==> config.mk <==
export PLATFORM = sky130hd
export DESIGN_NAME = tca_mul
export DESIGN_NICKNAME = d
export VERILOG_FILES = /design/src/tca_pkg.sv /design/src/tca_mul.sv
export SDC_FILE = /design/constraint.sdc
export NUM_CORES = 2
export LEC_CHECK = 0
export ABC_CLOCK_PERIOD_IN_PS = 2850
export BUFFER_PORTS_ARGS = -buffer_cell sky130_fd_sc_hd__buf_2
export CAP_MARGIN = 5
export CORE_MARGIN = 2
export CORE_UTILIZATION = 35
export CTS_BUF_LIST = sky130_fd_sc_hd__clkbuf_4
export CTS_CLUSTER_DIAMETER = 200
export CTS_CLUSTER_SIZE = 12
export DETAILED_ROUTE_END_ITERATION = 6
export PLACE_DENSITY = 0.55
export SLEW_MARGIN = 20
export SYNTH_ARGS = -nofsm -noshare
export SYNTH_HDL_FRONTEND = slang
export SYNTH_SLANG_ARGS = --single-unit
==> constraint.sdc <==
create_clock -name clk_i -period 2.85 [get_ports clk_i]
set_clock_uncertainty 0.2 [all_clocks]
set_input_delay 0.4275 -clock clk_i [delete_from_list [all_inputs] [get_ports clk_i]]
set_output_delay 0.4275 -clock clk_i [all_outputs]
set_load 0.03 [all_outputs]
==> src/tca_pkg.sv <==
package tca_pkg;

  // Width of one limb of the pipelined multipliers.
  localparam int LIMB_W = 32;

  // Pi in unsigned fixed point with 62 fraction bits.
  localparam int PI_W = 64;
  localparam logic [PI_W-1:0] PI_Q62 = 64'hC90F_DAA2_2168_C235;

  // Width of the area result; the divider's quotient has this width too.
  localparam int Q_W = 64;

  // Status that leaves the divider next to the quotient.
  typedef struct packed {
    logic vld;
    logic nondeg;
    logic sat;
  } tca_flags_t;

endpackage

==> src/tca_mul.sv <==
module tca_mul #(
  parameter int AW  = 26,
  parameter int BW  = 26,
  parameter int PLW = 1
) (
  input  logic           clk_i,
  input  logic           rst_ni,
  input  logic           en_i,
  input  logic           vld_i,
  input  logic [AW-1:0]  a_i,
  input  logic [BW-1:0]  b_i,
  input  logic [PLW-1:0] pl_i,
  output logic           vld_o,
  output logic [AW+BW-1:0] p_o,
  output logic [PLW-1:0] pl_o
);

  // One limb-by-limb partial product is added per stage.
  localparam int LW  = tca_pkg::LIMB_W;
  localparam int NA  = (AW + LW - 1) / LW;
  localparam int NB  = (BW + LW - 1) / LW;
  localparam int NS  = NA * NB;
  localparam int PW  = AW + BW;
  localparam int APW = NA * LW;
  localparam int BPW = NB * LW;

  logic           vld_q  [NS];
  logic [APW-1:0] a_q    [NS];
  logic [BPW-1:0] b_q    [NS];
  logic [PW-1:0]  acc_q  [NS];
  logic [PLW-1:0] pl_q   [NS];

  logic [APW-1:0]      a_in   [NS];
  logic [BPW-1:0]      b_in   [NS];
  logic [PW-1:0]       acc_in [NS];
  logic [PLW-1:0]      pl_in  [NS];
  logic [2*LW-1:0]     pp     [NS];
  logic [PW+2*LW-1:0]  sh     [NS];
  logic [PW-1:0]       acc_d  [NS];

  always_comb begin
    a_in[0]   = APW'(a_i);
    b_in[0]   = BPW'(b_i);
    acc_in[0] = '0;
    pl_in[0]  = pl_i;
    for (int k = 1; k < NS; k++) begin
      a_in[k]   = a_q[k-1];
      b_in[k]   = b_q[k-1];
      acc_in[k] = acc_q[k-1];
      pl_in[k]  = pl_q[k-1];
    end
    for (int k = 0; k < NS; k++) begin
      pp[k]    = (2*LW)'(a_in[k][LW*(k/NB) +: LW]) * (2*LW)'(b_in[k][LW*(k%NB) +: LW]);
      sh[k]    = {PW'(0), pp[k]} << (LW * ((k / NB) + (k % NB)));
      acc_d[k] = acc_in[k] + sh[k][PW-1:0];
    end
  end

  always_ff @(posedge clk_i or negedge rst_ni) begin
    if (!rst_ni) begin
      for (int k = 0; k < NS; k++) begin
        vld_q[k] <= 1'b0;
      end
    end else if (en_i) begin
      vld_q[0] <= vld_i;
      for (int k = 1; k < NS; k++) begin
        vld_q[k] <= vld_q[k-1];
      end
    end
  end

  always_ff @(posedge clk_i) begin
    if (en_i) begin
      for (int k = 0; k < NS; k++) begin
        a_q[k]   <= a_in[k];
        b_q[k]   <= b_in[k];
        acc_q[k] <= acc_d[k];
        pl_q[k]  <= pl_in[k];
      end
    end
  end

  assign vld_o = vld_q[NS-1];
  assign p_o   = acc_q[NS-1];
  assign pl_o  = pl_q[NS-1];

endmodule

==> flow_summary.ini <==
[worst_setup_path]
reg2reg_slack_ps = 1900
cp_slowest_stage_delay_ps = 600
worstSetupEndpointType = register
crit_path_frequent_cell = fa_1
worst_setup_path_startpoint = b_i[14]
r2r_cells = 1
critical_path_arrival_ps = 6340
worst_ep_required_time_ps = 2840
timing.critical_path.slowest_stage_cell = fa_1
crit_path_cell_trace = buf_12 > buf_6 > and2_4 > fa_1 > inv_1 > fa_1 > inv_2 > fa_1 > fa_1 > fa_1 > fa_1 > inv_2 > fa_2 > inv_2 > ha_4 > a21oi_4 > nand2_2 > a221o_1 > and3_4 > a211oi_4 > a21oi_4 > a2bb2oi_4 > a41oi_2 > xnor2_1
rr_endpoint = vld_o
timing.critical_path.from_type = primary input
worst_path_dominant_cell_family = adder cells
worst-path-buf-inv = 6
cp_depth = 24
cp_max_fo = 5
critical_path.reg2reg.startpoint = vld_o
path_class = primary input to register

[clocking]
clock-root-buffer = clkbuf_4
clock_sink_count = 54
tritoncts_buffer_count = 5
post_cts_clock_slew_at_the_launch_and_capture_registers_of_the_worst_setup_and_hold_paths_ps = 170
htreeDepth = 2
cts_tree = done
clk_path_buf_depth = 2
source_to_sink_clock_delay_at_the_later_pin_of_the_worst_skew_pair_ps = 410

[logic_synthesis]
synth_enable_flop_cells = 53
syn_avg_cell_area_um2 = 9.308
synth-seq-cells = 54
mappedNetlistArea_mm2 = 0.02386
yosys_warnings = 0
async_set_or_reset_flop_fraction_in_the_synthesized_netlist_pct = 1.852
syn_nets = 3385
portion_of_the_post_synthesis_area_used_by_sequential_elements_pct = 6.776
count_of_mapped_cells_out_of_synthesis = 2563
synthFlopType = edfxtp_1
unique_masters_post_synth = 54

[route]
drt_wl_total_um = 67900
detail_route.first_pass.iterations = 5
ant_nets = 0
remaining_drc_errors = 0
num_vias = 18320
initialDrtViolationCount = 812
routed_wire_length_per_instance_um = 17.70
avgViaCountPerCell = 4.775

[floorplan]
rows = 95
die_h_um = 265.1
starting_density_of_the_core_pct = 35.46
pin_count = 111
die_footprint_mm2 = 0.07027
core_area_mm2 = 0.06728
fp.dieW_um = 265.1

[finish]
diodes = 0
drive_above_1_share_pct = 31.02
fin_nets = 3784
final_core_util_pct = 46.44
final_design_area_no_fill_mm2 = 0.03124
areaGrowthSynthToFinish_pct = 30.96

[sta]
setup-violations-final = 48
setup_slack_ps = -3502
grt_setup_unrepaired = yes
slew_headroom_pct = 54.02
hold_violations = 0
tns_ps = -137210
final_max_slew_viol_count = 0
maxClockFrequency_mhz = 157.4
period_needed_ps = 6352
fin_crit_sh_pct = 222.9
worstMarginPinSlew_ps = 689.7

[status]
failed_checks = negative setup slack
status = complete, but fails checks

[placed_design]
port-buffer-count = 110
dpl-instance-area_mm2 = 0.02800
globalplace.congestion = 0.8504
pre_cts_slack_ps = -4378
detailedPlacementHpwl_um = 57890

[grt]
first_pass_grt_wire_length_um = 110200
initial_antenna_violation_count = 0
number_of_global_route_vias_before_repair = 20820
overflow = 0
grt.total_usage_pct = 19.86
grt_start_max_net_pins = 29

[hold_path]
hold_path.class = primary input to asynchronous set/reset pin

[run]
max_cap_viol_count = 0
worst max path at each step:
stage | end | slack [ps]
3_5_place_dp | acc_q[0][45] | -4380
4_1_cts | acc_q[0][45] | -3510
6_report | acc_q[0][45] | -3500
3_3_place_gp | acc_q[0][45] | -4280
5_1_grt | acc_q[0][48] | -3620
2_1_floorplan | acc_q[0][44] | -3690
layout make-up:
class | count | area [um^2]
clock buffer | 5 | 37.54
clock inverter | 3 | 47.55
fill | 6366 | 36030
inverter | 618 | 2320
multi-input combinational | 1768 | 21260
sequential | 54 | 1617
tap | 873 | 1092
timing repair buffer | 515 | 4873
state kept, by name, indices dropped and copies added, names as in the netlist:
name   count
acc_q     52
pl_q       1
vld_o      1
layer usage:
layer	global-route usage (%)	routed length [um]	vias to the layer above
met4	4.474	1794	0
met5	0	0	-
li1	-	-	8265
met3	1.676	1964	100
met1	24.55	27310	9605
met2	37.44	36840	348
per-stage QoR:
step                hold slack [ps]  cells
floorplan                    -68.09   2563
global placement              1.540   3736
detailed placement            3.990   3736
CTS                           40.70   3811
global route                  47.08   3836
finish                        81.54   3836
kinds of logic after synthesis:
group           Yosys count  share of synthesized area, %
compound gates          150                         4.369
xor+xnor                 47                         1.726
fa+ha+maj               765                         58.18
buf+inv                 741                         11.83
flops                    54                         6.776
mux                       1                       0.04720
simple gates            805                         17.07
cells in the final DEF, fill, tap and decap left out, drive strengths merged, types with 10 or more instances in the layout:
master / n
and2: 368
nand3: 11
xor2: 13
fa: 574
edfxtp: 53
nor2: 27
nand4: 10
o21ai: 35
ha: 191
a21oi: 58
a21o: 12
inv: 619
xnor2: 34
nand2: 357
buf: 509
repair_timing:
action | in CTS | in global routing
pin swaps | 220 | 144
resized for setup | 481 | 118
hold buffers | 3 | 0
cloned | 8 | 0
setup endpoints to repair | 48 | 48
setup buffers | 60 | 35
hold endpoints to repair | 3 | 0
cell usage after synthesis, types with 11 or more instances:
cell	number	area share, %
and2_1	367	9.6
xnor2_1	34	1.2
edfxtp_1	53	6.7
clkbuf_1	115	1.8
nor2_1	27	0.42
nand3_1	11	0.23
o21ai_0	25	0.52
fa_1	574	48
inv_1	618	9.7
a21o_1	11	0.35
ha_1	191	10
a21oi_1	51	1.1
xor2_1	13	0.48
nand2_1	357	5.6
Power is not shown: default switching activity piles up to over one toggle a cycle in this logic, so the estimate is an artifact.
