<file path="config.mk">
export PLATFORM = sky130hd
export DESIGN_NAME = tca_front
export DESIGN_NICKNAME = d
export VERILOG_FILES = /design/src/tca_front.sv
export SDC_FILE = /design/constraint.sdc
export NUM_CORES = 2
export LEC_CHECK = 0
export BUFFER_PORTS_ARGS = -buffer_cell sky130_fd_sc_hd__buf_2
export CELL_PAD_IN_SITES_DETAIL_PLACEMENT = 2
export CELL_PAD_IN_SITES_GLOBAL_PLACEMENT = 2
export CORE_UTILIZATION = 46
export DETAILED_ROUTE_END_ITERATION = 16
export GPL_TIMING_DRIVEN = 0
export MAX_ROUTING_LAYER = met4
export PLACE_DENSITY = 0.95
export SKIP_LAST_GASP = 1
export SLEW_MARGIN = 5
export SYNTH_ARGS = -nofsm -noshare
export SYNTH_HDL_FRONTEND = slang
export SYNTH_SLANG_ARGS = --single-unit
</file>
<file path="constraint.sdc">
create_clock -name clk_i -period 16.1 [get_ports clk_i]
set_input_delay 2.415 -clock clk_i [delete_from_list [all_inputs] [get_ports clk_i]]
set_output_delay 2.415 -clock clk_i [all_outputs]
set_load 0.01 [all_outputs]
</file>
<file path="src/tca_front.sv">
module tca_front #(
  parameter int COORD_BITS = 12
) (
  input  logic                      clk_i,
  input  logic                      rst_ni,
  input  logic                      en_i,
  input  logic                      vld_i,
  input  logic signed [COORD_BITS-1:0] ax_i,
  input  logic signed [COORD_BITS-1:0] ay_i,
  input  logic signed [COORD_BITS-1:0] bx_i,
  input  logic signed [COORD_BITS-1:0] by_i,
  input  logic signed [COORD_BITS-1:0] cx_i,
  input  logic signed [COORD_BITS-1:0] cy_i,
  output logic                      vld_o,
  output logic                      nondeg_o,
  output logic [2*COORD_BITS:0]     kabs_o,
  output logic [2*COORD_BITS:0]     sa_o,
  output logic [2*COORD_BITS:0]     sb_o,
  output logic [2*COORD_BITS:0]     sc_o
);

  localparam int C  = COORD_BITS;
  localparam int DFW = C + 1;
  localparam int PRW = 2 * C + 2;
  localparam int SW  = 2 * C + 1;

  logic [3:0] vld_q;

  // Differences: b-a (x,y), c-a (x,y), c-b (x,y).
  logic signed [DFW-1:0] dif_d [6];
  logic signed [DFW-1:0] dif_q [6];
  logic signed [PRW-1:0] p1_d, p2_d, p1_q, p2_q;
  logic signed [PRW-1:0] sqf [6];
  logic [2*C-1:0]        sq_q [6];
  logic signed [PRW-1:0] k_d, k_q;
  logic [SW-1:0]         sa_d, sb_d, sc_d, sa_q, sb_q, sc_q;
  logic [SW-1:0]         sa2_q, sb2_q, sc2_q, kabs_q;
  logic                  nz_q;

  always_comb begin
    dif_d[0] = DFW'(bx_i) - DFW'(ax_i);
    dif_d[1] = DFW'(by_i) - DFW'(ay_i);
    dif_d[2] = DFW'(cx_i) - DFW'(ax_i);
    dif_d[3] = DFW'(cy_i) - DFW'(ay_i);
    dif_d[4] = DFW'(cx_i) - DFW'(bx_i);
    dif_d[5] = DFW'(cy_i) - DFW'(by_i);
  end

  always_comb begin
    p1_d = PRW'(dif_q[0]) * PRW'(dif_q[3]);
    p2_d = PRW'(dif_q[1]) * PRW'(dif_q[2]);
    for (int i = 0; i < 6; i++) begin
      sqf[i] = PRW'(dif_q[i]) * PRW'(dif_q[i]);
    end
  end

  always_comb begin
    k_d  = p1_q - p2_q;
    sa_d = SW'(sq_q[0]) + SW'(sq_q[1]);
    sb_d = SW'(sq_q[2]) + SW'(sq_q[3]);
    sc_d = SW'(sq_q[4]) + SW'(sq_q[5]);
  end

  always_ff @(posedge clk_i or negedge rst_ni) begin
    if (!rst_ni) begin
      vld_q <= '0;
    end else if (en_i) begin
      vld_q <= {vld_q[2:0], vld_i};
    end
  end

  always_ff @(posedge clk_i) begin
    if (en_i) begin
      for (int i = 0; i < 6; i++) begin
        dif_q[i] <= dif_d[i];
        sq_q[i]  <= sqf[i][2*C-1:0];
      end
      p1_q   <= p1_d;
      p2_q   <= p2_d;
      k_q    <= k_d;
      sa_q   <= sa_d;
      sb_q   <= sb_d;
      sc_q   <= sc_d;
      kabs_q <= k_q[PRW-1] ? SW'(-k_q) : SW'(k_q);
      nz_q   <= (k_q != '0);
      sa2_q  <= sa_q;
      sb2_q  <= sb_q;
      sc2_q  <= sc_q;
    end
  end

  assign vld_o    = vld_q[3];
  assign nondeg_o = nz_q;
  assign kabs_o   = kabs_q;
  assign sa_o     = sa2_q;
  assign sb_o     = sb2_q;
  assign sc_o     = sc2_q;

endmodule

</file>
==> impl_metrics.yaml, run 1 <==
status:
  status: "aborted with a tool error"
  lastStage: "5_1_grt"
  stop_error: "[ERROR GRT-0232] Routing congestion too high. Check the congestion heatmap in the GUI."
placed_design:
  dp.cells: 8464
  hpwl_um: 247000
  gp_congestion: 0.965
  place_area_sq_mm: 0.0693
  io_buffer_count: 177
clock_network:
  ctsHoldBuffers: 0
  cts_setup_buffers: 0
  cts_num_sinks: 474
  cts_resized: 0
  clock_path_buffers: 3
  cts_buffers: 58
  cts_htree_levels: 2
  cts_root_buf: "clkbuf_16"
synthesis:
  synthFlopType: "edfxtp_1"
  syn_area_sq_mm: 0.0659
  syn_nets: 8303
  synth_area_leader_cell: "fa_1"
  syn_avg_cell_area_sq_um: 10.3
  ys_warn_count: 0
  async_reset_ff_share_pct: 0.844
  synth-seq-cells: 474
  synth.distinct_cells: 73
  synth_top_area_share_pct: 34.6
  synth_area_leaders: "fa_1 35%, edfxtp_1 21%, ha_1 13%"
  synth_edf_count: 470
  synth_commonest_cells: "1,525 x inv_1, 1,138 x fa_1, 696 x ha_1"
  synth.most_common_cell: "inv_1"
  yosysSeqAreaShare_pct: 21.6
  synth_cells: 6393
global_route:
  grt_usage_pct: 65.5
  grt-ovfl-total: 61
  grt_max_degree: 127
floorplan:
  die_h_um: 380
  io_pins: 178
  rows: 138
  initial_core_util_pct: 46.5
  die_w_um: 380
## logic make-up after synthesis
family | Yosys count | share of synthesized area [%]
AO/OA/AOI/OAI | 558 | 5.58
multiplexers | 14 | 0.232
AND/OR/NAND/NOR | 1453 | 10.2
adder cells (fa/ha/maj) | 1834 | 47.8
buffers and inverters | 1688 | 9.62
XOR/XNOR | 372 | 4.99
flip-flops | 474 | 21.6
## through the flow
step,worst slack [ns],util [%]
4_1_cts,6.63,50.3
3_5_place_dp,7.00,48.9
3_3_place_gp,5.30,48.8
2_1_floorplan,9.83,-
## metal layers
metal | GRT overflow | GRT usage (%)
met5 | - | -
met4 | 41 | 69.4
met3 | 1 | 45.1
met2 | 19 | 84.8
met1 | 0 | 60.7
==> run 2, diff against run 1 <==
--- a/config.mk
+++ b/config.mk
@@ -6,13 +6,10 @@
 export NUM_CORES = 2
 export LEC_CHECK = 0
 export BUFFER_PORTS_ARGS = -buffer_cell sky130_fd_sc_hd__buf_2
-export CELL_PAD_IN_SITES_DETAIL_PLACEMENT = 2
-export CELL_PAD_IN_SITES_GLOBAL_PLACEMENT = 2
-export CORE_UTILIZATION = 46
+export CORE_UTILIZATION = 31
 export DETAILED_ROUTE_END_ITERATION = 16
 export GPL_TIMING_DRIVEN = 0
-export MAX_ROUTING_LAYER = met4
-export PLACE_DENSITY = 0.95
+export PLACE_DENSITY_LB_ADDON = 0.15
 export SKIP_LAST_GASP = 1
 export SLEW_MARGIN = 5
 export SYNTH_ARGS = -nofsm -noshare
==> run 2 against run 1 <==
The flow now finishes without violations. Synthesized cell count stayed put. Area after synthesis is the same.
==> impl_metrics.yaml, run 2 <==
finish:
  drive_gt1_share_pct: 5.02
  top_register: "sq_q"
  seq_area_sq_mm: 0.0142
  final_cell_mix: "1,525 x inv_1, 1,138 x fa_1, 696 x ha_1, 616 x nand2_1, 470 x edfxtp_1"
  num-nets-final: 8553
  area_growth_pct: 10.4
  final_common_cell: "inv_1"
  top_regs: "sq_q: 138 flops, dif_q: 78 flops"
  multi_input_area_sq_mm: 0.0453
  finish.utilization_pct: 34.6
  largest_reg_flops: 138
  fill_cells: 21400
setup_path:
  crit_type: "reg2reg"
  r2r_slack_ns: 8.12
  reg2reg_depth: 21
  slowest_stage: "a211oi_1"
  max_stage_delay_ns: 0.71
  endpoint_kind: "flip-flop"
  reg2reg_from: "dif_q[1][3]"
  cp-start-kind: "flip-flop"
  crit_end: "sq_q[1][19]"
  rr_endpoint: "sq_q[1][19]"
  path_cells: "clkbuf_1, clkbuf_1, nand2_1, inv_1, fa_1, fa_1, fa_1, inv_1, fa_1, fa_1, inv_1, ha_1, ha_1, a21oi_1, o21a_1, nor2_1, a41oi_1, a211oi_1, a21o_1, a21oi_1, xnor2_1"
  crit_fanout: 10
  arrival_ns: 8.39
  crit_path_start: "dif_q[1][3]"
  cp.required_ns: 16.51
  crit_top_cell: "fa_1"
detailed_routing:
  wl_per_cell_um: 18.9
  dr_total_vias: 43000
  vias_per_cell: 4.53
  dr.first_iter.drc_count: 2489
  drcViolationCount: 0
  ant_nets: 0
  drt_wl_total_um: 179000
  dr.pass1.iters: 7
synthesis:
  async_reset_ff_share_pct: 0.844
  ys_warn_count: 0
  syn_nets: 8303
  synthFlopType: "edfxtp_1"
  syn_area_sq_mm: 0.0659
  synthXorXnorAreaFrac_pct: 4.99
  synth_top_area_share_pct: 34.6
  synth_edf_count: 470
  yosysSeqAreaShare_pct: 21.6
  syn_avg_cell_area_sq_um: 10.3
  synth.distinct_cells: 73
  synth_top_family_by_area: "adder cells"
  synthAdderAreaFrac_pct: 47.8
  synth_compound_area_share_pct: 5.58
  synthMuxAreaShare_pct: 0.232
  synth.most_common_cell: "inv_1"
  synth_commonest_cells: "1,525 x inv_1, 1,138 x fa_1, 696 x ha_1"
  synthSimpleGateAreaFrac_pct: 10.2
  synth_area_leader_cell: "fa_1"
  synth_area_leaders: "fa_1 35%, edfxtp_1 21%, ha_1 13%"
  synth-seq-cells: 474
  synth_cells: 6393
clock_network:
  clk_pin_slew_ns: 0.06
  cts_buffers: 67
  ctsHoldBuffers: 0
  cts_root_buf: "clkbuf_16"
  cts_num_sinks: 474
  clock_path_buffers: 3
  cts_htree_levels: 3
  insertion_delay_ns: 0.70
  cts_resized: 0
  cts_tree: "built"
  cts_setup_buffers: 0
floorplan:
  die_w_um: 463
  die_area_sq_mm: 0.214
  coreArea_sq_mm: 0.210
  initial_core_util_pct: 31.3
  io_pins: 178
  rows: 168
  die_h_um: 463
global_route:
  first_global_vias: 46200
  grt-ovfl-total: 0
  met1_usage_pct: 24.5
  grt_usage_pct: 17.2
  antenna_found_initial: 12
  grt_pass1_wl_um: 279000
  use_met3_pct: 2.64
  use_met2_pct: 26.7
  top_usage_layer: "met2"
  grt_max_degree: 103
timing:
  rsz0062_at_grt: "no"
  period_share_pct: 49.6
  max_slew.worst_pin.slew_ns: 1.11
  period_needed_ns: 7.98
  setup_viol: 0
  clock_skew_ns: 0.0331
  finalMaxSlewViolations: 0
  setup-tns-final_ns: 0
  relSlewSlack_pct: 25.0
  max_freq_mhz: 125
  finalHoldViolCount: 0
placed_design:
  gp_congestion: 0.880
  hpwl_um: 150000
  io_buffer_count: 177
hold_path:
  min_path_type: "reg2reg"
status:
  status: "complete, no violations"
run:
  maxCapViolCount: 0
[run 2: cell counts after synthesis]
No cell type changed its count.
[run 2: logic make-up after synthesis]
logic type / count (synthesis)
multiplexers: 14
AO/OA/AOI/OAI: 558
XOR/XNOR: 372
AND/OR/NAND/NOR: 1453
flip-flops: 474
adder cells (fa/ha/maj): 1834
buffers and inverters: 1688
[run 2: cell type report]
type	instances	share of cell area, %
Tap cell	2805	4.82
Buffer	154	0.794
Timing Repair Buffer	181	1.38
Antenna cell	4	0.0138
Clock buffer	79	2.39
Sequential cell	474	19.5
Multi-Input combinational cell	4231	62.3
Clock inverter	43	0.829
Inverter	1534	7.91
[run 2: how the worst min path moves through the flow]
stage                         from  endpoint  slack, ns  cells past startpoint
final                      sb_q[5]   sb_o[5]       0.39                      0
after global routing       sb_q[5]   sb_o[5]       0.41                      0
after CTS                  sb_q[5]   sb_o[5]       0.38                      0
after detailed placement  sa_q[20]  sa_o[20]       0.40                      0
after global placement    sc_q[24]  sc_o[24]       0.40                      0
after floorplan            sa_q[0]   sa_o[0]       0.40                      0
[run 2: stage by stage]
step | instances | cell area [sq um] | setup slack, ns | hold slack [ns]
floorplan | 6393 | 65900 | 9.83 | 0.400
global placement | 9375 | 70300 | 4.31 | 0.402
detailed placement | 9379 | 70400 | 8.10 | 0.405
CTS | 9501 | 72700 | 8.05 | 0.384
global route | 9502 | 72800 | 7.78 | 0.406
finish | 9505 | 72800 | 8.12 | 0.390
[run 2: layer usage]
metal,wire length [um],share of wire [%]
met1,85400,48
met2,79100,44
met3,8610,4.8
met4,6100,3.4
met5,0,0
[run 2: critical path: cells and delay by family (launching register included)]
family	cells	cell delay [ns]
and+or+nand+nor	2	0.40
adders and majority gates	7	3.16
AOI/OAI and AO/OA	6	1.50
buffers and inverters	5	1.65
DFF	1	0.56
xor gates and xnor gates	1	0.43
Power of run 2 is not shown: default switching activity piles up to over one toggle a cycle in this logic, so the estimate is an artifact.
